$ cat config.mk
export PLATFORM = sky130hd
export DESIGN_NAME = led_heat_pixel_emitter
export DESIGN_NICKNAME = d
export VERILOG_FILES = /design/src/rtl/core/lhpe_pkg.sv /design/src/rtl/core/lhpe_div_cell.sv /design/src/rtl/core/lhpe_out_stage.sv /design/src/rtl/core/led_heat_pixel_emitter.sv
export SDC_FILE = /design/constraint.sdc
export NUM_CORES = 1
export LEC_CHECK = 0
export ABC_AREA = 0
export ABC_CLOCK_PERIOD_IN_PS = 4950
export BUFFER_PORTS_ARGS = -buffer_cell sky130_fd_sc_hd__clkbuf_2
export CAP_MARGIN = 5
export CORE_MARGIN = 8
export CORE_UTILIZATION = 55
export CTS_BUF_LIST = sky130_fd_sc_hd__clkbuf_2 sky130_fd_sc_hd__clkbuf_4 sky130_fd_sc_hd__clkbuf_8
export CTS_CLUSTER_DIAMETER = 80
export DETAILED_ROUTE_END_ITERATION = 16
export PLACE_DENSITY = 0.81
export SETUP_SLACK_MARGIN = 0.02
export SYNTH_ARGS = -nofsm -noshare
export SYNTH_HDL_FRONTEND = slang
export SYNTH_HIERARCHICAL = 1
export SYNTH_SLANG_ARGS = --single-unit
$ cat constraint.sdc
create_clock -name clk_i -period 4.95 [get_ports clk_i]
set_clock_uncertainty 0.05 [all_clocks]
set_input_delay 0.2475 -clock clk_i [delete_from_list [all_inputs] [get_ports clk_i]]
set_output_delay 0.2475 -clock clk_i [all_outputs]
set_load 0.03 [all_outputs]
$ cat src/rtl/core/lhpe_pkg.sv
// Shared types and constants for the LED heat pixel emitter.
// Used by the divider cells, the output stage and the top level.
`default_nettype none

package lhpe_pkg;

  localparam int unsigned IdxW    = 12;
  localparam int unsigned DimW    = 7;
  localparam int unsigned CountW  = 13;
  localparam int unsigned PosW    = 7;
  localparam int unsigned HeatW   = 8;
  localparam int unsigned ColorW  = 8;
  localparam int unsigned CfgIdxW = 2;

  localparam int unsigned MaxCols = 64;
  localparam int unsigned MaxRows = 64;

  // Palette slope length and the two knee points.
  localparam logic [HeatW-1:0] SlopeSteps = 8'd85;
  localparam logic [HeatW-1:0] SlopeTwice = 8'd170;

  // Configuration register indexes.
  typedef enum logic [CfgIdxW-1:0] {
    CFG_GRID_WIDTH   = 2'd0,
    CFG_GRID_HEIGHT  = 2'd1,
    CFG_WIRING_ORDER = 2'd2,
    CFG_LED_COUNT    = 2'd3
  } cfg_reg_e;

  // Payload that travels down the divider chain.
  typedef struct packed {
    logic [DimW-1:0]  rem;       // partial remainder
    logic [IdxW-1:0]  num;       // dividend bits left, quotient bits shifted in
    logic [HeatW-1:0] heat;
    logic             in_range;  // index below the LED count
  } pipe_t;

endpackage

`default_nettype wire

$ cat src/rtl/core/lhpe_div_cell.sv
// One cell of the divider chain: a single restoring division step plus
// a pipeline register. Depends on lhpe_pkg.
`default_nettype none

module lhpe_div_cell (
  input  wire                          clk_i,
  input  wire                          rst_ni,
  input  wire  [lhpe_pkg::DimW-1:0]    divisor_i,
  input  wire                          valid_i,
  input  wire  lhpe_pkg::pipe_t        data_i,
  output logic                         ready_o,
  output logic                         valid_o,
  output lhpe_pkg::pipe_t              data_o,
  input  wire                          ready_i
);
  import lhpe_pkg::*;

  logic            valid_q;
  pipe_t           data_q;
  pipe_t           data_d;
  logic [DimW:0]   trial;
  logic            fits;

  // Bring down the next dividend bit and try to subtract the divisor.
  always_comb begin
    trial  = {data_i.rem, data_i.num[IdxW-1]};
    fits   = (trial >= {1'b0, divisor_i});
    data_d = data_i;
    data_d.rem = fits ? DimW'(trial - {1'b0, divisor_i}) : trial[DimW-1:0];
    data_d.num = {data_i.num[IdxW-2:0], fits};
  end

  assign ready_o = !valid_q || ready_i;
  assign valid_o = valid_q;
  assign data_o  = data_q;

  always_ff @(posedge clk_i or negedge rst_ni) begin
    if (!rst_ni) begin
      valid_q <= 1'b0;
    end else if (ready_o) begin
      valid_q <= valid_i;
    end
  end

  always_ff @(posedge clk_i) begin
    if (ready_o && valid_i) begin
      data_q <= data_d;
    end
  end

endmodule

`default_nettype wire

$ cat src/rtl/core/lhpe_out_stage.sv
// Output stage: turns quotient and remainder into a grid position, maps
// the heat to a fire colour and holds the result register. Uses lhpe_pkg.
`default_nettype none

module lhpe_out_stage (
  input  wire                           clk_i,
  input  wire                           rst_ni,
  input  wire  [lhpe_pkg::DimW-1:0]     grid_width_i,
  input  wire  [lhpe_pkg::DimW-1:0]     grid_height_i,
  input  wire                           wiring_order_i,
  input  wire                           valid_i,
  input  wire  lhpe_pkg::pipe_t         data_i,
  output logic                          ready_o,
  output logic                          out_valid_o,
  input  wire                           out_stall_i,
  output logic [lhpe_pkg::PosW-1:0]     col_pos_o,
  output logic [lhpe_pkg::PosW-1:0]     row_pos_o,
  output logic [lhpe_pkg::ColorW-1:0]   red_level_o,
  output logic [lhpe_pkg::ColorW-1:0]   green_level_o,
  output logic [lhpe_pkg::ColorW-1:0]   blue_level_o
);
  import lhpe_pkg::*;

  logic              valid_q;
  logic [PosW-1:0]   col_q, row_q, col_d, row_d;
  logic [ColorW-1:0] red_q, green_q, blue_q, red_d, green_d, blue_d;
  logic [IdxW-1:0]   col_full, row_full;
  logic [DimW-1:0]   divisor;
  logic [DimW-1:0]   rem_row;
  logic              placed;
  logic [HeatW-1:0]  slope_x;
  logic [ColorW-1:0] slope_y;

  always_comb begin
    divisor = wiring_order_i ? grid_height_i : grid_width_i;
    // Serpentine wiring runs odd columns bottom to top.
    rem_row = data_i.num[0] ? DimW'(grid_height_i - 1'b1 - data_i.rem) : data_i.rem;
    if (wiring_order_i) begin
      col_full = data_i.num;
      row_full = {{(IdxW-DimW){1'b0}}, rem_row};
    end else begin
      col_full = {{(IdxW-DimW){1'b0}}, data_i.rem};
      row_full = data_i.num;
    end
    placed = data_i.in_range && (divisor != '0)
          && (col_full < {{(IdxW-DimW){1'b0}}, grid_width_i})
          && (row_full < {{(IdxW-DimW){1'b0}}, grid_height_i})
          && (col_full < IdxW'(MaxCols))
          && (row_full < IdxW'(MaxRows));
    col_d = placed ? col_full[PosW-1:0] : '1;
    row_d = placed ? row_full[PosW-1:0] : '1;
  end

  // Three palette slopes of three steps per heat unit.
  always_comb begin
    if (data_i.heat < SlopeSteps) begin
      slope_x = data_i.heat;
    end else if (data_i.heat < SlopeTwice) begin
      slope_x = data_i.heat - SlopeSteps;
    end else begin
      slope_x = data_i.heat - SlopeTwice;
    end
    slope_y = ColorW'({slope_x, 1'b0} + {1'b0, slope_x});
    if (data_i.heat < SlopeSteps) begin
      red_d   = slope_y;
      green_d = '0;
      blue_d  = '0;
    end else if (data_i.heat < SlopeTwice) begin
      red_d   = '1;
      green_d = slope_y;
      blue_d  = '0;
    end else begin
      red_d   = '1;
      green_d = '1;
      blue_d  = slope_y;
    end
  end

  assign ready_o       = !valid_q || !out_stall_i;
  assign out_valid_o   = valid_q;
  assign col_pos_o     = col_q;
  assign row_pos_o     = row_q;
  assign red_level_o   = red_q;
  assign green_level_o = green_q;
  assign blue_level_o  = blue_q;

  always_ff @(posedge clk_i or negedge rst_ni) begin
    if (!rst_ni) begin
      valid_q <= 1'b0;
    end else if (ready_o) begin
      valid_q <= valid_i;
    end
  end

  always_ff @(posedge clk_i) begin
    if (ready_o && valid_i) begin
      col_q   <= col_d;
      row_q   <= row_d;
      red_q   <= red_d;
      green_q <= green_d;
      blue_q  <= blue_d;
    end
  end

endmodule

`default_nettype wire

$ cat src/rtl/core/led_heat_pixel_emitter.sv
// LED heat pixel emitter: maps a strip index and heat value to a grid
// position and a fire colour. Built from lhpe_div_cell, lhpe_out_stage
// and the types in lhpe_pkg.
//
// Input channel: led_index_i and heat_level_i, transfer when in_valid_i
// is high and in_stall_o is low. Output channel: col_pos_o, row_pos_o and
// the three colour levels, transfer when out_valid_o is high and
// out_stall_i is low. Configuration writes go through cfg_valid_i,
// cfg_index_i and cfg_data_i; cfg_ready_o is always high, and the grid
// registers should only change while no item is in flight.
//
// The index is divided by the grid width (row-major) or the grid height
// (serpentine columns) in a chain of 12 cells, one quotient bit per cell.
// An item passes 13 registers, 12 divider cells plus the output register,
// and out_valid_o is driven from the output register. Throughput is one
// item per cycle while out_stall_i is low.
// When out_stall_i is held the output register keeps its result and the
// chain fills up; in_stall_o rises only once every cell holds an item.
// Reset empties the chain and loads a 16 by 16 row-major grid of 256 LEDs.
`default_nettype none

module led_heat_pixel_emitter (
  input  wire                            clk_i,
  input  wire                            rst_ni,
  input  wire                            cfg_valid_i,
  output logic                           cfg_ready_o,
  input  wire  [lhpe_pkg::CfgIdxW-1:0]   cfg_index_i,
  input  wire  [lhpe_pkg::CountW-1:0]    cfg_data_i,
  input  wire                            in_valid_i,
  output logic                           in_stall_o,
  input  wire  [lhpe_pkg::IdxW-1:0]      led_index_i,
  input  wire  [lhpe_pkg::HeatW-1:0]     heat_level_i,
  output logic                           out_valid_o,
  input  wire                            out_stall_i,
  output logic [lhpe_pkg::PosW-1:0]      col_pos_o,
  output logic [lhpe_pkg::PosW-1:0]      row_pos_o,
  output logic [lhpe_pkg::ColorW-1:0]    red_level_o,
  output logic [lhpe_pkg::ColorW-1:0]    green_level_o,
  output logic [lhpe_pkg::ColorW-1:0]    blue_level_o
);
  import lhpe_pkg::*;

  logic [DimW-1:0]   grid_width_q;
  logic [DimW-1:0]   grid_height_q;
  logic              wiring_order_q;
  logic [CountW-1:0] led_count_q;
  logic [DimW-1:0]   divisor;

  logic              cell_valid [IdxW+1];
  pipe_t             cell_data  [IdxW+1];
  logic              cell_ready [IdxW+1];

  assign cfg_ready_o = 1'b1;

  always_ff @(posedge clk_i or negedge rst_ni) begin
    if (!rst_ni) begin
      grid_width_q   <= DimW'(16);
      grid_height_q  <= DimW'(16);
      wiring_order_q <= 1'b0;
      led_count_q    <= CountW'(256);
    end else if (cfg_valid_i && cfg_ready_o) begin
      case (cfg_reg_e'(cfg_index_i))
        CFG_GRID_WIDTH:   grid_width_q   <= cfg_data_i[DimW-1:0];
        CFG_GRID_HEIGHT:  grid_height_q  <= cfg_data_i[DimW-1:0];
        CFG_WIRING_ORDER: wiring_order_q <= cfg_data_i[0];
        CFG_LED_COUNT:    led_count_q    <= cfg_data_i;
        default: ;
      endcase
    end
  end

  assign divisor = wiring_order_q ? grid_height_q : grid_width_q;

  always_comb begin
    cell_valid[0]         = in_valid_i;
    cell_data[0].rem      = '0;
    cell_data[0].num      = led_index_i;
    cell_data[0].heat     = heat_level_i;
    cell_data[0].in_range = ({1'b0, led_index_i} < led_count_q);
  end

  assign in_stall_o = !cell_ready[0];

  for (genvar k = 0; k < IdxW; k++) begin : g_cell
    lhpe_div_cell u_cell (
      .clk_i     (clk_i),
      .rst_ni    (rst_ni),
      .divisor_i (divisor),
      .valid_i   (cell_valid[k]),
      .data_i    (cell_data[k]),
      .ready_o   (cell_ready[k]),
      .valid_o   (cell_valid[k+1]),
      .data_o    (cell_data[k+1]),
      .ready_i   (cell_ready[k+1])
    );
  end

  lhpe_out_stage u_out (
    .clk_i          (clk_i),
    .rst_ni         (rst_ni),
    .grid_width_i   (grid_width_q),
    .grid_height_i  (grid_height_q),
    .wiring_order_i (wiring_order_q),
    .valid_i        (cell_valid[IdxW]),
    .data_i         (cell_data[IdxW]),
    .ready_o        (cell_ready[IdxW]),
    .out_valid_o    (out_valid_o),
    .out_stall_i    (out_stall_i),
    .col_pos_o      (col_pos_o),
    .row_pos_o      (row_pos_o),
    .red_level_o    (red_level_o),
    .green_level_o  (green_level_o),
    .blue_level_o   (blue_level_o)
  );

endmodule

`default_nettype wire
==> metrics, run 1 <==
delay-heaviest family, CP=simple AND/OR/NAND/NOR gates; die area=approximately 0.044 mm²; CP Data Required Time=around 5.2 ns; Place WS=between 0.9 and 1 ns; post-CTS sizing=0; Routed WL per cell=17.4 µm; pwr/cell area=roughly 690 mW/mm²; clock tree buffer depth=3; nets@finish=between 1500 and 2000; RSZ-0062 raised after global routing=no; min cycle time layout=around 4 ns; Die Wd=209 µm; Buf/Inv on CP=1; syn avg cell area=about 14 µm²; CP endpoint kind=flip-flop; setup TNS=0 ns; Reg2Reg Depth=15; final instance area=between 0.02 and 0.025 mm²; crit path DAT=4.29 ns; total number of vias=approximately 12000; Post-synth EDFFs=about 370; Crit path largest cell delay=between 0.4 and 0.5 ns; io pins=81; vias in the first global route=12600; Post-Route WL=between 30000 and 40000 µm; I/O Buffers=79; dpl cells=between 2000 and 2500; asr flop ratio synth=0.0988; f_max=around 250 MHz; Final Cycle Share=0.812; worst hold path endpoint=wiring_order_q$_DFFE_PN0P_; #FFs+latches synth=~420; HP Class=input port to flip-flop; CTS tree=built; Mapped Cells=between 1000 and 1500; vias per cell=between 5 and 6; DP Area=between 0.02 and 0.025 mm²; Initial DRT Pass Iterations=7; Leak=between 9 and 10 nW; Finished Layout Cells=2206; clk sink count=slightly above 400; starting density of the core=0.559; worst reg2reg path startpoint=grid_height_q[0]$_DFFE_PN0P_; Initial DRC Count=~670; first-pass GRT wire length=about 62000 µm; synthesis-to-finish area growth=13.2%; final hold slack=0.105 ns; RR Endpoint=u_out/col_pos_o[1]$_SDFFCE_PN1P_; Worst-path clk slew=0.06 ns; grt total ovfl=0; clk_lat worst skew=around 0.60 ns; Worst setup SP type=flip-flop; CTS Root Cell=clkbuf_8; sequential cell area fraction in the yosys report=0.597; status=finished clean; Main synth FF type=edfxtp_1; Antenna Violating Nets Remaining=0; Total Power=around 16 mW; row cnt=70; die extent in y=209 µm; slowest cell on the critical path=dfrtp_1; Max Slew Vio Count=0; critical path cell sequence=ha_1 > fa_1 > a211oi_2 > nor3_1 > o31ai_2 > mux2i_1 > nand2b_1 > ha_1 > or4_1 > nor3_1 > o21a_1 > nand4_1 > nor4_4 > buf_4 > nand2b_1; Fill cells=~2600; max_slew headroom=0.154; largest net degree at the start of global routing=42; CP max FO=14; ratio of cells with drive above 1 in the final layout=0.221; Yosys Warn Count=6; diode count=0; TritonCTS Buffers=67; mapped cell area=~0.02 mm²; MaxCap Viol Count=0; Core Region=0.0367 mm²; DRC errors left=0; worst vdd ir=~0.38 mV; Final Hold Fails=0; initial antenna violation count=3; hold path startpoint=cfg_index_i[0]; # setup viols final=0; reg2reg setup slack=0.93 ns; CP startpoint=grid_height_q[0]$_DFFE_PN0P_; Unique masters post-synth=between 80 and 90; worst hold stages=3; worst setup margin=~0.93 ns; Final Util=0.633; H-tree levels=3; Crit Path Class=flip-flop to flip-flop; Final HPWL DP=27300 µm; GP Congestion=0.861; gr usage total=0.175; Least-Margin Pin Slew=between 1 and 1.5 ns
==> flip-flops by register name, summed over array words and instances (netlist names) <==
| register | count |
|---|---|
| u_out/out_valid_o | 1 |
| u_out/red_level_o | 8 |
| g_cell.u_cell/data_o | 336 |
| u_out/blue_level_o | 8 |
| g_cell.u_cell/valid_o | 12 |
| wiring_order_q | 1 |
| grid_height_q | 7 |
| u_out/row_pos_o | 7 |
| u_out/green_level_o | 8 |
| u_out/col_pos_o | 7 |
| led_count_q | 13 |
| grid_width_q | 7 |
==> synth_stat cells (21+ instances only) <==
cell type    n  area [µm²]
a21oi_1     41         205
a221oi_1    21         184
dfrtp_1     38         951
edfxtp_1   374       11200
ha_1       123        1540
inv_1      157         589
mux2_2      38         428
mux2_4      48         721
mux2i_1     36         360
nand2_1     47         176
nand2b_1    60         375
nand3_1     25         125
nor2_1     107         402
nor2b_1     23         144
nor3_1      32         160
o21ai_0     27         135
==> final cells by class <==
cell class	instances	area [µm²]	area share
timing repair buffer	131	896	0.0385
clock inverter	29	171	0.00738
tap	468	586	0.0252
sequential	415	12300	0.528
multi-input combinational	909	7590	0.327
inverter	162	612	0.0263
clock buffer	92	1120	0.0483
==> worst min-delay path: stages <==
cell and delay, ns:
clkbuf_2 0.15, nor2_1 0.15, mux2_2 0.16
==> worst max path at each step <==
stage,to,slack (ns),cells after the start
finish,u_out/col_pos_o[1]$_SDFFCE_PN1P_,0.93,15
detailed placement,u_out/col_pos_o[1]$_SDFFCE_PN1P_,0.95,15
floorplan,u_out/row_pos_o[5]$_SDFFCE_PN1P_,1.25,16
CTS,u_out/col_pos_o[1]$_SDFFCE_PN1P_,0.92,15
global route,u_out/col_pos_o[1]$_SDFFCE_PN1P_,0.62,16
global placement,u_out/row_pos_o[0]$_SDFFCE_PN1P_,1.10,16
==> logic make-up (layout without fill, tap and decap cells) <==
kind of cell               count (synthesis)  after routing  synth area share
muxes                                    136            136            0.0813
xor gates and xnor gates                  36             36            0.0160
AOI/OAI and AO/OA                        215            215            0.0841
other                                      2             14          0.000366
buffers and inverters                    179            414            0.0349
DFF                                      415            415             0.597
and+or+nand+nor                          371            371            0.0973
adders and majority gates                137            137            0.0886
==> per-layer routing <==
| metal | track usage | vias to the layer above | wire length [µm] |
|---|---|---|---|
| met2 | 0.312 | 364 | 19500 |
| met4 | 0.0712 | 6 | 1370 |
| met3 | 0.0477 | 112 | 2450 |
| met5 | 0 | - | 39 |
| met1 | 0.196 | 5866 | 15100 |
| li1 | - | 5885 | - |
==> report_power, final <==
group	internal, mW	total [mW]	leakage, nW	switching [mW]
logic	3.42	7.56	4.70	4.14
clock network	1.53	2.83	0.692	1.29
registers	5.20	5.63	4.05	0.427
==> placed cells by master (no fill, tap or decap), drive strengths merged, types with 16 or more instances in the layout <==
cell,n
nor2b,26
edfxtp,374
a21oi,63
o21a,20
buf,16
clkinv,26
a221oi,21
mux2i,37
nand3,26
mux2,99
o21ai,34
dfrtp,38
nand2b,64
nand2,60
nor3,32
ha,123
inv,162
dlygate4sd3,36
clkbuf,171
xnor2,20
nor2,116
==> repair_timing <==
item | in CTS | in global routing
hold endpoints to repair | 86 | 0
buffers inserted | 0 | 0
hold buffers | 36 | 0
Power figures use the tool's default switching activity.
==> run 2, diff against run 1 <==
ABC_AREA = 1   (was 0)
ABC_CLOCK_PERIOD_IN_PS = 3350   (was 4950)
PLACE_DENSITY = 0.84   (was 0.81)
clock period = 3.35 ns   (was 4.95 ns; I/O delays follow)
==> run 2 against run 1 <==
Effect of this change:
- clock power increased by 50%
- first-iteration DRC count increased by 33%
- fmax increased by 29%
- total power increased by 34%
- wire length increased by 12%
- hold slack got worse by 0.086 ns
- non-clock buffer count increased by 19
- sequential share of layout area decreased by 2.8 points
- via count increased by 22%
- synthesized cell count increased by 41%
- die area increased by 3.9%
==> metrics, run 2 <==
most frequent cells in the layout=568 x nand2_1, 378 x inv_1, 374 x edfxtp_1; GP Congestion=slightly above 0.9; MaxCap Viol Count=0; worst reg2reg path startpoint=g_cell[11].u_cell/data_o[2]$_DFFE_PP_; HP Class=input port to asynchronous set/reset pin; largest area contributor in the netlist=edfxtp_1; #FFs+latches synth=415; synth cell count leaders=574 x nand2_1, 392 x inv_1, 374 x edfxtp_1; Reg2Reg Depth=20; largest cells by area after synthesis=edfxtp_1 53%, nand2_1 10%, ha_1 7.2%, inv_1 6.9%, dfrtp_1 4.4%; dpl cells=around 2700; reg2reg setup slack=between 0.2 and 0.25 ns; die extent in y=roughly 210 µm; top-count cell post-synth=nand2_1; row cnt=72; Unique masters post-synth=47; starting density of the core=0.555; RR Endpoint=u_out/red_level_o[6]$_SDFFCE_PN1P_; Worst-path clk slew=0.06 ns; Final Hold Fails=0; die area=0.0454 mm²; sequential cell area fraction in the yosys report=0.573; Max Slew Vio Count=0; CTS Root Cell=clkbuf_8; DRC errors left=0; Worst setup SP type=flip-flop; RSZ-0062 raised after global routing=yes; # setup viols final=0; asr flop ratio synth=0.0988; Yosys Warn Count=6; syn avg cell area=about 10 µm²; clk sink count=between 400 and 500; vias in the first global route=~15000; Core Region=~0.039 mm²; worst vdd ir=around 0.46 mV; Least-Margin Pin Slew=between 1 and 1.5 ns; Main synth FF type=edfxtp_1; initial antenna violation count=0; Initial DRC Count=890; clk_lat worst skew=approximately 0.6 ns; TritonCTS Buffers=67; Synth top area share=0.525; nets@finish=around 2500; CP Data Required Time=around 3.6 ns; max_slew headroom=0.241; ratio of cells with drive above 1 in the final layout=0.161; diode count=0; Finished Layout Cells=between 2000 and 3000; worst setup margin=around 0.24 ns; commonest non-fill, non-tap cell in the layout=nand2_1; Mapped Cells=2109; Final HPWL DP=around 31000 µm; Initial DRT Pass Iterations=6; min cycle time layout=~3.1 ns; clock tree buffer depth=3; gr usage total=0.192; Post-synth EDFFs=between 300 and 400; Crit Path Class=flip-flop to flip-flop; max FFs per register=around 340; vias per cell=~5.1; total number of vias=14900; Place WS=0.116 ns; I/O Buffers=79; status=finished clean; first-pass GRT wire length=70100 µm; Routed WL per cell=14.9 µm; CTS tree=built; H-tree levels=3; grt total ovfl=0; synthesis-to-finish area growth=14.7%; Die Wd=roughly 210 µm; mapped cell area=approximately 0.021 mm²; largest net degree at the start of global routing=39; crit path DAT=3.38 ns; Leak=about 11 nW; CP max FO=6; f_max=~320 MHz; io pins=between 80 and 90; Final Cycle Share=0.929; pwr/cell area=between 800 and 900 mW/mm²; Post-Route WL=between 40000 and 50000 µm; Antenna Violating Nets Remaining=0; CP endpoint kind=flip-flop
## run 2: layout make-up
class	count	area (µm²)
well taps	518	648
multi-input cells	1296	7680
clock buffers	102	1210
clock inverters	21	135
inverters	398	1490
repair buffers	150	1100
fillers	2925	14000
flip-flops and latches	415	12300
## run 2: logic make-up after synthesis
kind of cell | Yosys count | share of synthesized area
AO/OA/AOI/OAI | 162 | 0.0492
multiplexers | 8 | 0.00439
XOR/XNOR | 35 | 0.0143
flip-flops | 415 | 0.573
adder cells (fa/ha/maj) | 137 | 0.0851
AND/OR/NAND/NOR | 939 | 0.198
other | 2 | 0.000351
buffers and inverters | 411 | 0.0750
## run 2: critical path: stages, from the launching register on
cell and delay (ns):
edfxtp_1 0.36, inv_2 0.07, ha_1 0.19, inv_1 0.05
nand2_1 0.06, nand2_1 0.11, nand2_1 0.07, nand2_2 0.07
inv_2 0.05, nor2_4 0.16, nand3_1 0.10, o21ai_2 0.09
xor2_2 0.21, ha_4 0.24, a21oi_1 0.15, nand2_1 0.12
a21oi_2 0.17, nor2_1 0.06, nor2_1 0.11, xor2_1 0.24
nand2_1 0.10
## run 2: report_power, final
part | internal [mW] | switching (mW) | leakage [nW] | total, mW
Sequential | 7.51 | 0.575 | 4.05 | 8.09
Combinational | 3.35 | 5.82 | 6.27 | 9.16
Clock | 2.34 | 1.91 | 0.716 | 4.25
Total | 13.2 | 8.30 | 11.0 | 21.5
## run 2: stage by stage
stage,hold slack (ns),utilization,area [µm²],setup TNS [ns],total power [mW]
3_3_place_gp,0.0969,0.588,22700,0,16.8
6_report,0.0193,0.636,24500,0,21.5
4_1_cts,0.00401,0.634,24400,0,21.5
2_1_floorplan,-0.178,-,21400,0,15.0
5_1_grt,0.0275,0.636,24500,-0.00488,23.2
3_5_place_dp,0.106,0.588,22700,0,17.1
## run 2: layer usage
| layer | global-route usage | vias up | part of all wire |
|---|---|---|---|
| met5 | 0 | - | 0 |
| li1 | - | 7399 | - |
| met2 | 0.343 | 472 | 0.50 |
| met4 | 0.0745 | 0 | 0.029 |
| met1 | 0.224 | 6906 | 0.41 |
| met3 | 0.0414 | 100 | 0.059 |
## run 2: worst max path at each step
stage / to / cells after the start / slack [ns] / start
6_report: u_out/red_level_o[6]$_SDFFCE_PN1P_ / 20 / 0.24 / g_cell[11].u_cell/data_o[2]$_DFFE_PP_
5_1_grt: in_stall_o / 27 / -0.005 / u_out/out_valid_o$_DFFE_PN0N_
4_1_cts: in_stall_o / 27 / 0.02 / u_out/out_valid_o$_DFFE_PN0N_
3_5_place_dp: u_out/red_level_o[7]$_SDFFCE_PN1P_ / 20 / 0.12 / g_cell[11].u_cell/data_o[1]$_DFFE_PP_
3_3_place_gp: u_out/green_level_o[7]$_SDFFCE_PP0P_ / 20 / 0.21 / g_cell[11].u_cell/data_o[1]$_DFFE_PP_
2_1_floorplan: g_cell[4].u_cell/data_o[0]$_DFFE_PP_ / 17 / 0.08 / u_out/out_valid_o$_DFFE_PN0N_
## run 2: timing repair
item	4_1_cts	5_1_grt
resized for setup	5	23
endpoints found under the setup margin	1	21
hold buffers	40	0
hold endpoints to repair	94	0
pin swaps	0	5
setup buffers	1	5
